### config.mk
export PLATFORM = sky130hd
export DESIGN_NAME = per_receiver_sender_queues_core
export DESIGN_NICKNAME = d
export VERILOG_FILES = /design/src/prsq_pkg.sv /design/src/prsq_ram.sv /design/src/per_receiver_sender_queues_core.sv
export SDC_FILE = /design/constraint.sdc
export NUM_CORES = 2
export LEC_CHECK = 0
export ABC_AREA = 1
export BUFFER_PORTS_ARGS = -buffer_cell sky130_fd_sc_hd__buf_2
export CELL_PAD_IN_SITES_DETAIL_PLACEMENT = 1
export CELL_PAD_IN_SITES_GLOBAL_PLACEMENT = 2
export CORE_MARGIN = 1
export CORE_UTILIZATION = 43
export DETAILED_ROUTE_END_ITERATION = 7
export PLACE_DENSITY = 0.81
export REMOVE_ABC_BUFFERS = 1
export SLEW_MARGIN = 5
export SYNTH_ARGS = -nofsm -noshare
export SYNTH_HDL_FRONTEND = slang
export SYNTH_HIERARCHICAL = 1
export SYNTH_SLANG_ARGS = --single-unit
### constraint.sdc
create_clock -name i_clk -period 6.25 [get_ports i_clk]
set_input_delay 0.9375 -clock i_clk [delete_from_list [all_inputs] [get_ports i_clk]]
set_output_delay 0.9375 -clock i_clk [all_outputs]
set_load 0.05 [all_outputs]
### src/prsq_pkg.sv
// ----------------------------------------------------------------------------
// prsq_pkg
// shared types, constants and helpers of the per-receiver sender queues
// ----------------------------------------------------------------------------
package prsq_pkg;

    // number of task ids held in the tables
    localparam int TASKS   = 64;
    // width of a task id field on the ports
    localparam int ID_W    = 6;
    // width of a table index
    localparam int TASK_AW = (TASKS > 1) ? $clog2(TASKS) : 1;

    // operation codes
    localparam logic FUNC_PUSH = 1'b0;
    localparam logic FUNC_POP  = 1'b1;

    typedef enum logic [1:0] {
        MARK_NONE          = 2'd0,
        MARK_SEND_BLOCKED  = 2'd1,
        MARK_REPLY_BLOCKED = 2'd2
    } t_mark;

    typedef enum logic [1:0] {
        S_IDLE,
        S_RD1,
        S_RD2,
        S_WR
    } t_state;

    // receiver table entry
    typedef struct packed {
        logic [ID_W-1:0] head;
        logic [ID_W-1:0] tail;
    } t_rx_word;

    // task table entry: next-link and block mark
    typedef struct packed {
        logic            link_vld;
        logic [ID_W-1:0] link_id;
        t_mark           mark;
    } t_task_word;

    localparam int RX_W   = $bits(t_rx_word);
    localparam int TASK_W = $bits(t_task_word);

    function automatic logic id_in_range(input logic [ID_W-1:0] id);
        return {{(32-ID_W){1'b0}}, id} < 32'(TASKS);
    endfunction

    function automatic logic [TASK_AW-1:0] to_idx(input logic [ID_W-1:0] id);
        return TASK_AW'(id);
    endfunction

endpackage

### src/prsq_ram.sv
// ----------------------------------------------------------------------------
// prsq_ram
// generic single-write, single-read ram with registered read data
// ----------------------------------------------------------------------------
module prsq_ram #(
    parameter int WIDTH = 8,
    parameter int DEPTH = 64,
    parameter int AW    = (DEPTH > 1) ? $clog2(DEPTH) : 1
) (
    input  logic             i_clk,
    input  logic             i_we,
    input  logic [AW-1:0]    i_waddr,
    input  logic [WIDTH-1:0] i_wdata,
    input  logic [AW-1:0]    i_raddr,
    output logic [WIDTH-1:0] o_rdata
);

    logic [WIDTH-1:0] r_mem [DEPTH];
    logic [WIDTH-1:0] r_rdata;

    always_ff @(posedge i_clk) begin
        if (i_we) begin
            r_mem[i_waddr] <= i_wdata;
        end
        r_rdata <= r_mem[i_raddr];
    end

    assign o_rdata = r_rdata;

endmodule

### src/per_receiver_sender_queues_core.sv
// ----------------------------------------------------------------------------
// per_receiver_sender_queues_core
// one linked-list fifo of waiting senders per receiving task
// ----------------------------------------------------------------------------
// A transaction is taken when start is high and busy is low. Each transaction
// produces exactly one result, shown for one cycle with o_done high; the
// receiver cannot stall, so it must capture the result in that cycle. A push
// appends i_sender_id to the queue of i_receiver_id and marks the sender
// send-blocked (an out-of-range push is dropped); its result is always
// popped_valid 0, popped_sender 0. A pop removes the oldest sender of the
// queue, marks it reply-blocked and returns it, or returns popped_valid 0 on
// an empty queue. Every transaction reads the receiver table in S_RD1; a pop
// of a non-empty queue adds S_RD2, a push to a non-empty queue S_RD2 and S_WR.
// busy drops as o_done rises, so the next start can follow directly. The steps
// come from the read-modify-write of the receiver table (head, tail), then the
// task table (links, marks), both synchronous rams with registered read data.
// Non-empty flags and task table valid bits are flip-flops cleared at reset,
// so no clearing pass is needed and transactions are taken right after reset.
module per_receiver_sender_queues_core (
    input  logic                   i_clk,
    input  logic                   i_rst_n,
    input  logic                   start,
    output logic                   busy,
    input  logic                   i_func,
    input  logic [prsq_pkg::ID_W-1:0] i_receiver_id,
    input  logic [prsq_pkg::ID_W-1:0] i_sender_id,
    output logic                   o_done,
    output logic                   o_popped_valid,
    output logic [prsq_pkg::ID_W-1:0] o_popped_sender
);

    import prsq_pkg::*;

    // control state
    t_state             r_state, n_state;
    logic [TASKS-1:0]   r_ne;        // queue non-empty flags
    logic [TASKS-1:0]   r_tvld;      // task table entry written since reset
    logic               r_tk_rvld;   // valid bit of the entry being read
    logic               r_done;

    // transaction and working registers
    logic               r_func;
    logic [ID_W-1:0]    r_rcv;
    logic [ID_W-1:0]    r_snd;
    logic [ID_W-1:0]    r_head, n_head;
    logic [ID_W-1:0]    r_tail, n_tail;
    logic               r_pvalid, n_pvalid;
    logic [ID_W-1:0]    r_psender, n_psender;

    // ram ports
    logic               rx_we;
    logic [TASK_AW-1:0] rx_waddr;
    t_rx_word           rx_wdata;
    logic [TASK_AW-1:0] rx_raddr;
    t_rx_word           rx_rdata;

    logic               tk_we;
    logic [TASK_AW-1:0] tk_waddr;
    t_task_word         tk_wdata;
    logic [TASK_AW-1:0] tk_raddr;
    t_task_word         tk_rdata;
    t_task_word         tk_word;

    logic               accept;
    logic               ne_set;
    logic               ne_clr;
    logic               done_set;
    logic               rcv_ok;
    logic               snd_ok;
    logic               rcv_ne;

    assign accept = start && !busy;
    assign busy   = (r_state != S_IDLE);
    assign rcv_ok = id_in_range(r_rcv);
    assign snd_ok = id_in_range(r_snd);
    assign rcv_ne = r_ne[to_idx(r_rcv)];

    // never-written task entries read as the reset value
    assign tk_word = r_tk_rvld ? tk_rdata : t_task_word'('0);

    // receiver table: head and tail per receiver
    prsq_ram #(
        .WIDTH (RX_W),
        .DEPTH (TASKS)
    ) u_rx_ram (
        .i_clk   (i_clk),
        .i_we    (rx_we),
        .i_waddr (rx_waddr),
        .i_wdata (rx_wdata),
        .i_raddr (rx_raddr),
        .o_rdata (rx_rdata)
    );

    // task table: next-link and block mark per task
    prsq_ram #(
        .WIDTH (TASK_W),
        .DEPTH (TASKS)
    ) u_task_ram (
        .i_clk   (i_clk),
        .i_we    (tk_we),
        .i_waddr (tk_waddr),
        .i_wdata (tk_wdata),
        .i_raddr (tk_raddr),
        .o_rdata (tk_rdata)
    );

    // next state
    always_comb begin
        n_state = r_state;
        case (r_state)
            S_IDLE: begin
                if (accept) begin
                    n_state = S_RD1;
                end
            end
            S_RD1: begin
                if (r_func == FUNC_PUSH) begin
                    // only a push to a non-empty queue needs the old tail link
                    n_state = (rcv_ok && snd_ok && rcv_ne) ? S_RD2 : S_IDLE;
                end else begin
                    n_state = (rcv_ok && rcv_ne) ? S_RD2 : S_IDLE;
                end
            end
            S_RD2: begin
                n_state = (r_func == FUNC_PUSH) ? S_WR : S_IDLE;
            end
            S_WR: begin
                n_state = S_IDLE;
            end
            default: begin
                n_state = S_IDLE;
            end
        endcase
    end

    // datapath and memory control
    always_comb begin
        rx_raddr  = to_idx(i_receiver_id);
        rx_we     = 1'b0;
        rx_waddr  = to_idx(r_rcv);
        rx_wdata  = rx_rdata;
        tk_raddr  = (r_func == FUNC_PUSH) ? to_idx(rx_rdata.tail) : to_idx(rx_rdata.head);
        tk_we     = 1'b0;
        tk_waddr  = to_idx(r_snd);
        tk_wdata  = '{link_vld: 1'b0, link_id: '0, mark: MARK_SEND_BLOCKED};
        ne_set    = 1'b0;
        ne_clr    = 1'b0;
        done_set  = 1'b0;
        n_head    = r_head;
        n_tail    = r_tail;
        n_pvalid  = 1'b0;
        n_psender = '0;
        case (r_state)
            S_RD1: begin
                n_head = rx_rdata.head;
                n_tail = rx_rdata.tail;
                if (r_func == FUNC_PUSH) begin
                    if (!(rcv_ok && snd_ok)) begin
                        // out-of-range push is dropped
                        done_set = 1'b1;
                    end else if (!rcv_ne) begin
                        // first sender: head and tail both point at it
                        rx_we    = 1'b1;
                        rx_wdata = '{head: r_snd, tail: r_snd};
                        ne_set   = 1'b1;
                        tk_we    = 1'b1;
                        done_set = 1'b1;
                    end else begin
                        rx_we    = 1'b1;
                        rx_wdata = '{head: rx_rdata.head, tail: r_snd};
                    end
                end else if (!(rcv_ok && rcv_ne)) begin
                    // empty pop
                    done_set = 1'b1;
                end
            end
            S_RD2: begin
                if (r_func == FUNC_PUSH) begin
                    // link old tail to the new sender, keep its mark
                    tk_we    = 1'b1;
                    tk_waddr = to_idx(r_tail);
                    tk_wdata = '{link_vld: 1'b1, link_id: r_snd, mark: tk_word.mark};
                end else begin
                    if (tk_word.link_vld) begin
                        rx_we    = 1'b1;
                        rx_wdata = '{head: tk_word.link_id, tail: r_tail};
                    end else begin
                        ne_clr = 1'b1;
                    end
                    tk_we     = 1'b1;
                    tk_waddr  = to_idx(r_head);
                    tk_wdata  = '{link_vld: tk_word.link_vld, link_id: tk_word.link_id,
                                  mark: MARK_REPLY_BLOCKED};
                    done_set  = 1'b1;
                    n_pvalid  = 1'b1;
                    n_psender = r_head;
                end
            end
            S_WR: begin
                // new sender ends the list; written after the tail link so a
                // duplicate push leaves its own link cleared
                tk_we    = 1'b1;
                done_set = 1'b1;
            end
            default: begin
            end
        endcase
    end

    always_ff @(posedge i_clk) begin
        if (!i_rst_n) begin
            r_state   <= S_IDLE;
            r_ne      <= '0;
            r_tvld    <= '0;
            r_tk_rvld <= 1'b0;
            r_done    <= 1'b0;
        end else begin
            r_state   <= n_state;
            r_done    <= done_set;
            r_tk_rvld <= r_tvld[tk_raddr];
            if (ne_set) begin
                r_ne[to_idx(r_rcv)] <= 1'b1;
            end else if (ne_clr) begin
                r_ne[to_idx(r_rcv)] <= 1'b0;
            end
            if (tk_we) begin
                r_tvld[tk_waddr] <= 1'b1;
            end
        end
    end

    always_ff @(posedge i_clk) begin
        if (accept) begin
            r_func <= i_func;
            r_rcv  <= i_receiver_id;
            r_snd  <= i_sender_id;
        end
        r_head <= n_head;
        r_tail <= n_tail;
        if (done_set) begin
            r_pvalid  <= n_pvalid;
            r_psender <= n_psender;
        end
    end

    assign o_done          = r_done;
    assign o_popped_valid  = r_pvalid;
    assign o_popped_sender = r_psender;

    // a result follows only from a transaction in flight
    a_done_from_work: assert property (@(posedge i_clk) disable iff (!i_rst_n)
        r_done |-> $past(r_state != S_IDLE))
        else $error("result without a transaction in flight");

    // a taken transaction makes the block busy
    a_busy_after_start: assert property (@(posedge i_clk) disable iff (!i_rst_n)
        accept |=> busy)
        else $error("busy did not rise after start");

    // a popped sender is only reported for a pop
    a_valid_only_pop: assert property (@(posedge i_clk) disable iff (!i_rst_n)
        (r_done && r_pvalid) |-> (r_func == FUNC_POP))
        else $error("popped sender on a push");

    // the tables are never written while idle
    a_no_idle_write: assert property (@(posedge i_clk) disable iff (!i_rst_n)
        (tk_we || rx_we) |-> (r_state != S_IDLE))
        else $error("table write while idle");

endmodule
== After elaboration in Yosys (flattened, before gate mapping) ==
Memories as Yosys holds them, arrays and structs flattened. A register that Yosys moved wholly into a read port is not among the register bits.
Index checks and enable logic that the tools add are counted.

* Register bits after elaboration: 164
* Memory bits (writable): 1344
* Input bits: 16
* Output and inout port bits: 9
* Logic and storage cells: 78
* Memories: 2

* Magnitude comparators: 5
* Eq/ne operators: 4
* Mux-type cells: 42
* Bitwise operators: 4
* Reduce and logical (&&, ||, !) cells: 9

{| class="wikitable"
|+ Memory list
! name !! depth !! width !! read ports !! clocked after Yosys merged registers in !! write ports !! RTL line !! text
|-
| u_rx_ram.r_mem || 64 || 12 || 1 || 1 || 1 || prsq_ram.sv:18 || <nowiki>logic [WIDTH-1:0] r_mem [DEPTH];</nowiki>
|-
| u_task_ram.r_mem || 64 || 9 || 1 || 1 || 1 || prsq_ram.sv:18 ||
|}

{| class="wikitable"
|+ Operator list
! kind !! number
|-
| $mux W64 || 2
|-
| $or A64 B64 Y64 || 2
|-
| $and A64 B64 Y64 || 1
|-
| $not A64 Y64 || 1
|-
| $mux W12 || 4
|-
| $mux W9 || 3
|-
| $pmux W12 S2 || 1
|-
| $lt A6 B7 Y1 const B || 3
|-
| $mux W1 || 18
|-
| $mux W6 || 3
|-
| $bmux W1 S6 || 2
|-
| $demux W1 S6 || 2
|-
| $ge A6 B1 Y1 const B || 2
|-
| $pmux W2 S4 || 1
|-
| $mux W2 || 3
|-
| $eq A2 B2 Y1 const B || 2
|-
| $pmux W1 S2 || 2
|-
| $reduce_bool A2 Y1 || 2
|-
| $logic_and A1 B1 Y1 || 3
|-
| $pmux W1 S3 || 1
|-
| $eq A2 B1 Y1 const B || 1
|-
| $logic_not A2 Y1 || 1
|-
| $ne A2 B2 Y1 const B || 1
|-
| $reduce_and A2 Y1 || 1
|-
| other kinds (2) || 2
|}

== Longest topological paths before layout ==
* Depth after elaboration: 8
* Gate-level depth with buffers: 18

== Hierarchy ==
Netlist, hierarchy kept.

{| class="wikitable"
|+ Modules (own cells, without submodules)
! module !! times used !! cells each !! area an instance (um2) !! sequential area each (um2)
|-
| prsq_ram at u_rx_ram || 1 || 2661 || 31675.4 || 23302.3
|-
| prsq_ram at u_task_ram || 1 || 2016 || 23799.1 || 17476.8
|-
| per_receiver_sender_queues_core || 1 || 1352 || 8876.0 || 3603.5
|}

== Worst setup path after synthesis ==
Ideal clock, no wire load.

* Kind: reg-to-reg
* Start: register r_state[1]
* End: memory u_rx_ram/r_mem[0][1] (netlist name) (data pin)
* Library setup time: 0.702 ns
* Arrival time: 3.880 ns
* Data required time: 5.548 ns
* Setup slack: 1.668 ns
* Cell stages (with the launch flop): 6
* Buffers on the path: 1
* Clock period less this slack: 4.582 ns
* Path through: dfxtp_1 -> inv_1 -> ha_1 -> clkbuf_1 -> a221oi_1 -> o21ai_0

{| class="wikitable"
|+ RTL lines
! what !! RTL line !! text
|-
| start: declaration || per_receiver_sender_queues_core.sv:35 || <nowiki>t_state r_state, n_state;</nowiki>
|-
| start signal: assignment || per_receiver_sender_queues_core.sv:218 || <nowiki>r_state <= n_state;</nowiki>
|-
| end: declaration || prsq_ram.sv:18 ||
|}

== Final worst setup path ==
* Start: register r_func
* End: memory u_rx_ram/r_mem[15][9] (netlist name) (enable)

* Word-level cells in the longest chain between the ends: 4
* Elaborated cells between the ends (all ways): 5
* Classes of those cells: 5 x mux

{| class="wikitable"
|+ Ends and longest elaborated chain
! what !! RTL line !! text
|-
| start: declaration || per_receiver_sender_queues_core.sv:42 || <nowiki>logic r_func;</nowiki>
|-
| start signal: assignment || per_receiver_sender_queues_core.sv:234 || <nowiki>r_func <= i_func;</nowiki>
|-
| $mux W1, on equally long branches || per_receiver_sender_queues_core.sv:178, per_receiver_sender_queues_core.sv:157 ||
|-
| $pmux W1 S2 * || per_receiver_sender_queues_core.sv:153 || <nowiki>case (r_state)</nowiki>
|-
| net rx_we || per_receiver_sender_queues_core.sv:51 || <nowiki>logic rx_we;</nowiki>
|-
| $mux W1 * || prsq_ram.sv:22 || <nowiki>if (i_we) begin</nowiki>
|-
| $mux W1 (not written as such) * || prsq_ram.sv:23 || <nowiki>r_mem[i_waddr] <= i_wdata;</nowiki>
|}

The timed path passes the listed nets; every way through them passes the cells marked *.

==> results.txt <==
crit end category - register
Worst-Skew Late Latency - 0.79 ns
Clock Path Buffers - 3
Final Critical Period - 4.56 ns
io pins - 25
VDD IR max - 0.288 mV
Startpoint Class - register
post-route clock skew - 0.0453 ns
area delta synth->final - 10.9%
initial antenna violation count - 4
Die Ht - 373 um
max-cap violation count - 0
Initial Util - 0.436
most common library cell in the layout ignoring fill and taps - nand2_1
Slew @ Worst Pin - 1.18 ns
Multi-input gate area - 16,200 sq um
Placed Area - 61,000 sq um
placed insts - 7,220
Worst slew margin - 0.211
worst setup margin - 1.69 ns
Post-CTS Hold Buffers - 0
cts bufs inserted - 150
WL/cell - 23.7 um
ANT nets after route - 0
via count - 41,600
1st-pass router iterations - 6
die area - 139,000 sq um
final hold violation count - 0
FF/Latch Area - 40,500 sq um
pin count of the biggest net entering global routing - 158
1st-iter DRT viols - 3,458
CP peak stage delay - 0.95 ns
Crit path buffers/inverters - 3
CP Max Fanout - 19
number of gates resized after CTS - 0
grt ovf - 0
CTS tree - done
CP top delay family - simple AND/OR/NAND/NOR gates
total core area - 136,000 sq um
Final HPWL DP - 106 mm
fin area - 65,800 sq um
synthesized area per cell - 10.5 sq um
Worst Hold Class - input port to register
detail-routed via count per cell - 5.55
status - complete, no violations
Max Fclk - 219 MHz
filler instances - 14,700
unrepaired setup endpoints after global routing - no
Setup Buffers After CTS - 0
clock-pin transition on the worst setup and hold timing paths - 0.06 ns
Pins Over Slew Limit - 0
YS warnings - 6
final wirelength - 177 mm
Worst EP required - 6.72 ns
Nets - 5,612
most frequent cells in the layout - nand2_1 (1,802), edfxtp_1 (1,248), nand3_1 (1,219)
vias in the first global route - 43,200
Non-Filler Instances - 7,498
PD cells - 324 nW/um^2
layout cell share with drive strength beyond 1 - 0.0768
Total GRT Usage - 0.253
Critical-path top delay cell - nand4_1
Pleak - 0.0234 uW
root buffer cell - clkbuf_16
cell-by-cell trace of the critical path - clkinv_1, nor2_1, buf_4, nand2_1, a21oi_1, nand4_1, nor2_1, buf_4
Clock Sink Count - 1,399
Tcrit/Tclk final - 0.730
Worst EP arrival - 5.03 ns
Mapped Area - 59,300 sq um
residual DRC count - 0
# setup viols final - 0
H-tree depth reported by CTS - 4
IO Port Bufs - 24
routability cong. - 0.843
overall die width - 373 um
Setup Crit Path Kind - register to register
worst slack at placement - 1.80 ns
Synth Instances - 5,625
first-pass GRT wire length - 270 mm
Rows - 135
[worst register-to-register path: stages, from the launching register on]
cell	delay [ns]
edfxtp_1	0.93
clkinv_1	0.48
nor2_1	0.19
buf_4	0.20
nand2_1	0.11
a21oi_1	0.66
nand4_1	0.95
nor2_1	0.45
buf_4	0.26
[layer usage]
layer / GRT usage / wire length, um / up-vias
li1: - / - / 19300
met1: 0.338 / 77300 / 21000
met2: 0.430 / 87300 / 989
met3: 0.0312 / 7550 / 274
met4: 0.0800 / 5140 / 0
met5: 0 / 0 / -
[per-stage QoR]
| step | util | setup TNS, ns | total power [uW] | hold slack (ns) |
|---|---|---|---|---|
| finish | 0.483 | 0 | 21300 | 0.335 |
| global placement | 0.448 | 0 | 12900 | 0.434 |
| CTS | 0.483 | 0 | 21500 | 0.289 |
| global route | 0.483 | 0 | 22000 | 0.308 |
| detailed placement | 0.448 | 0 | 12900 | 0.440 |
| floorplan | - | -117.01 | 12200 | 0.408 |
[final timing paths]
| path | end | slack [ns] | start | cells after the start |
|---|---|---|---|---|
| setup / recovery | u_rx_ram/r_mem[15][9]$_DFFE_PP_ | 1.69 | r_func$_DFFE_PP_ | 8 |
| hold / removal | r_snd[0]$_DFFE_PP_ | 0.33 | i_sender_id[0] | 1 |
| hold reg to reg | r_tvld[10]$_SDFFE_PN0P_ | 0.45 | r_tvld[10]$_SDFFE_PN0P_ | 2 |
| setup reg to reg | u_rx_ram/r_mem[15][9]$_DFFE_PP_ | 1.69 | r_func$_DFFE_PP_ | 8 |
[power by group]
| group | switching [uW] | internal (uW) | total (uW) | leakage (uW) |
|---|---|---|---|---|
| Sequential | 64.7 | 10400 | 10500 | 0.0117 |
| Clock | 3760 | 4870 | 8630 | 0.00230 |
| Combinational | 1750 | 490 | 2240 | 0.00946 |
| Total | 5580 | 15800 | 21300 | 0.0234 |
[cell type report]
type | count | area share
well taps | 1781 | 0.0339
diodes | 2 | 0.0000761
clock buffers | 195 | 0.0617
repair buffers | 180 | 0.0207
multi-input cells | 3670 | 0.246
clock inverters | 81 | 0.0104
inverters | 190 | 0.0113
flip-flops and latches | 1399 | 0.616
[state kept, by name, summed over array words and instances, names as in the netlist, 6 cells and up, named ones only]
register and count:
r_tail 6, u_task_ram/r_mem 448, u_task_ram/o_rdata 7, o_popped_sender 6, r_rcv 6, u_rx_ram/o_rdata 12, r_head 6, u_rx_ram/r_mem 768
r_tvld 64, r_snd 6
Power figures use the tool's default switching activity.
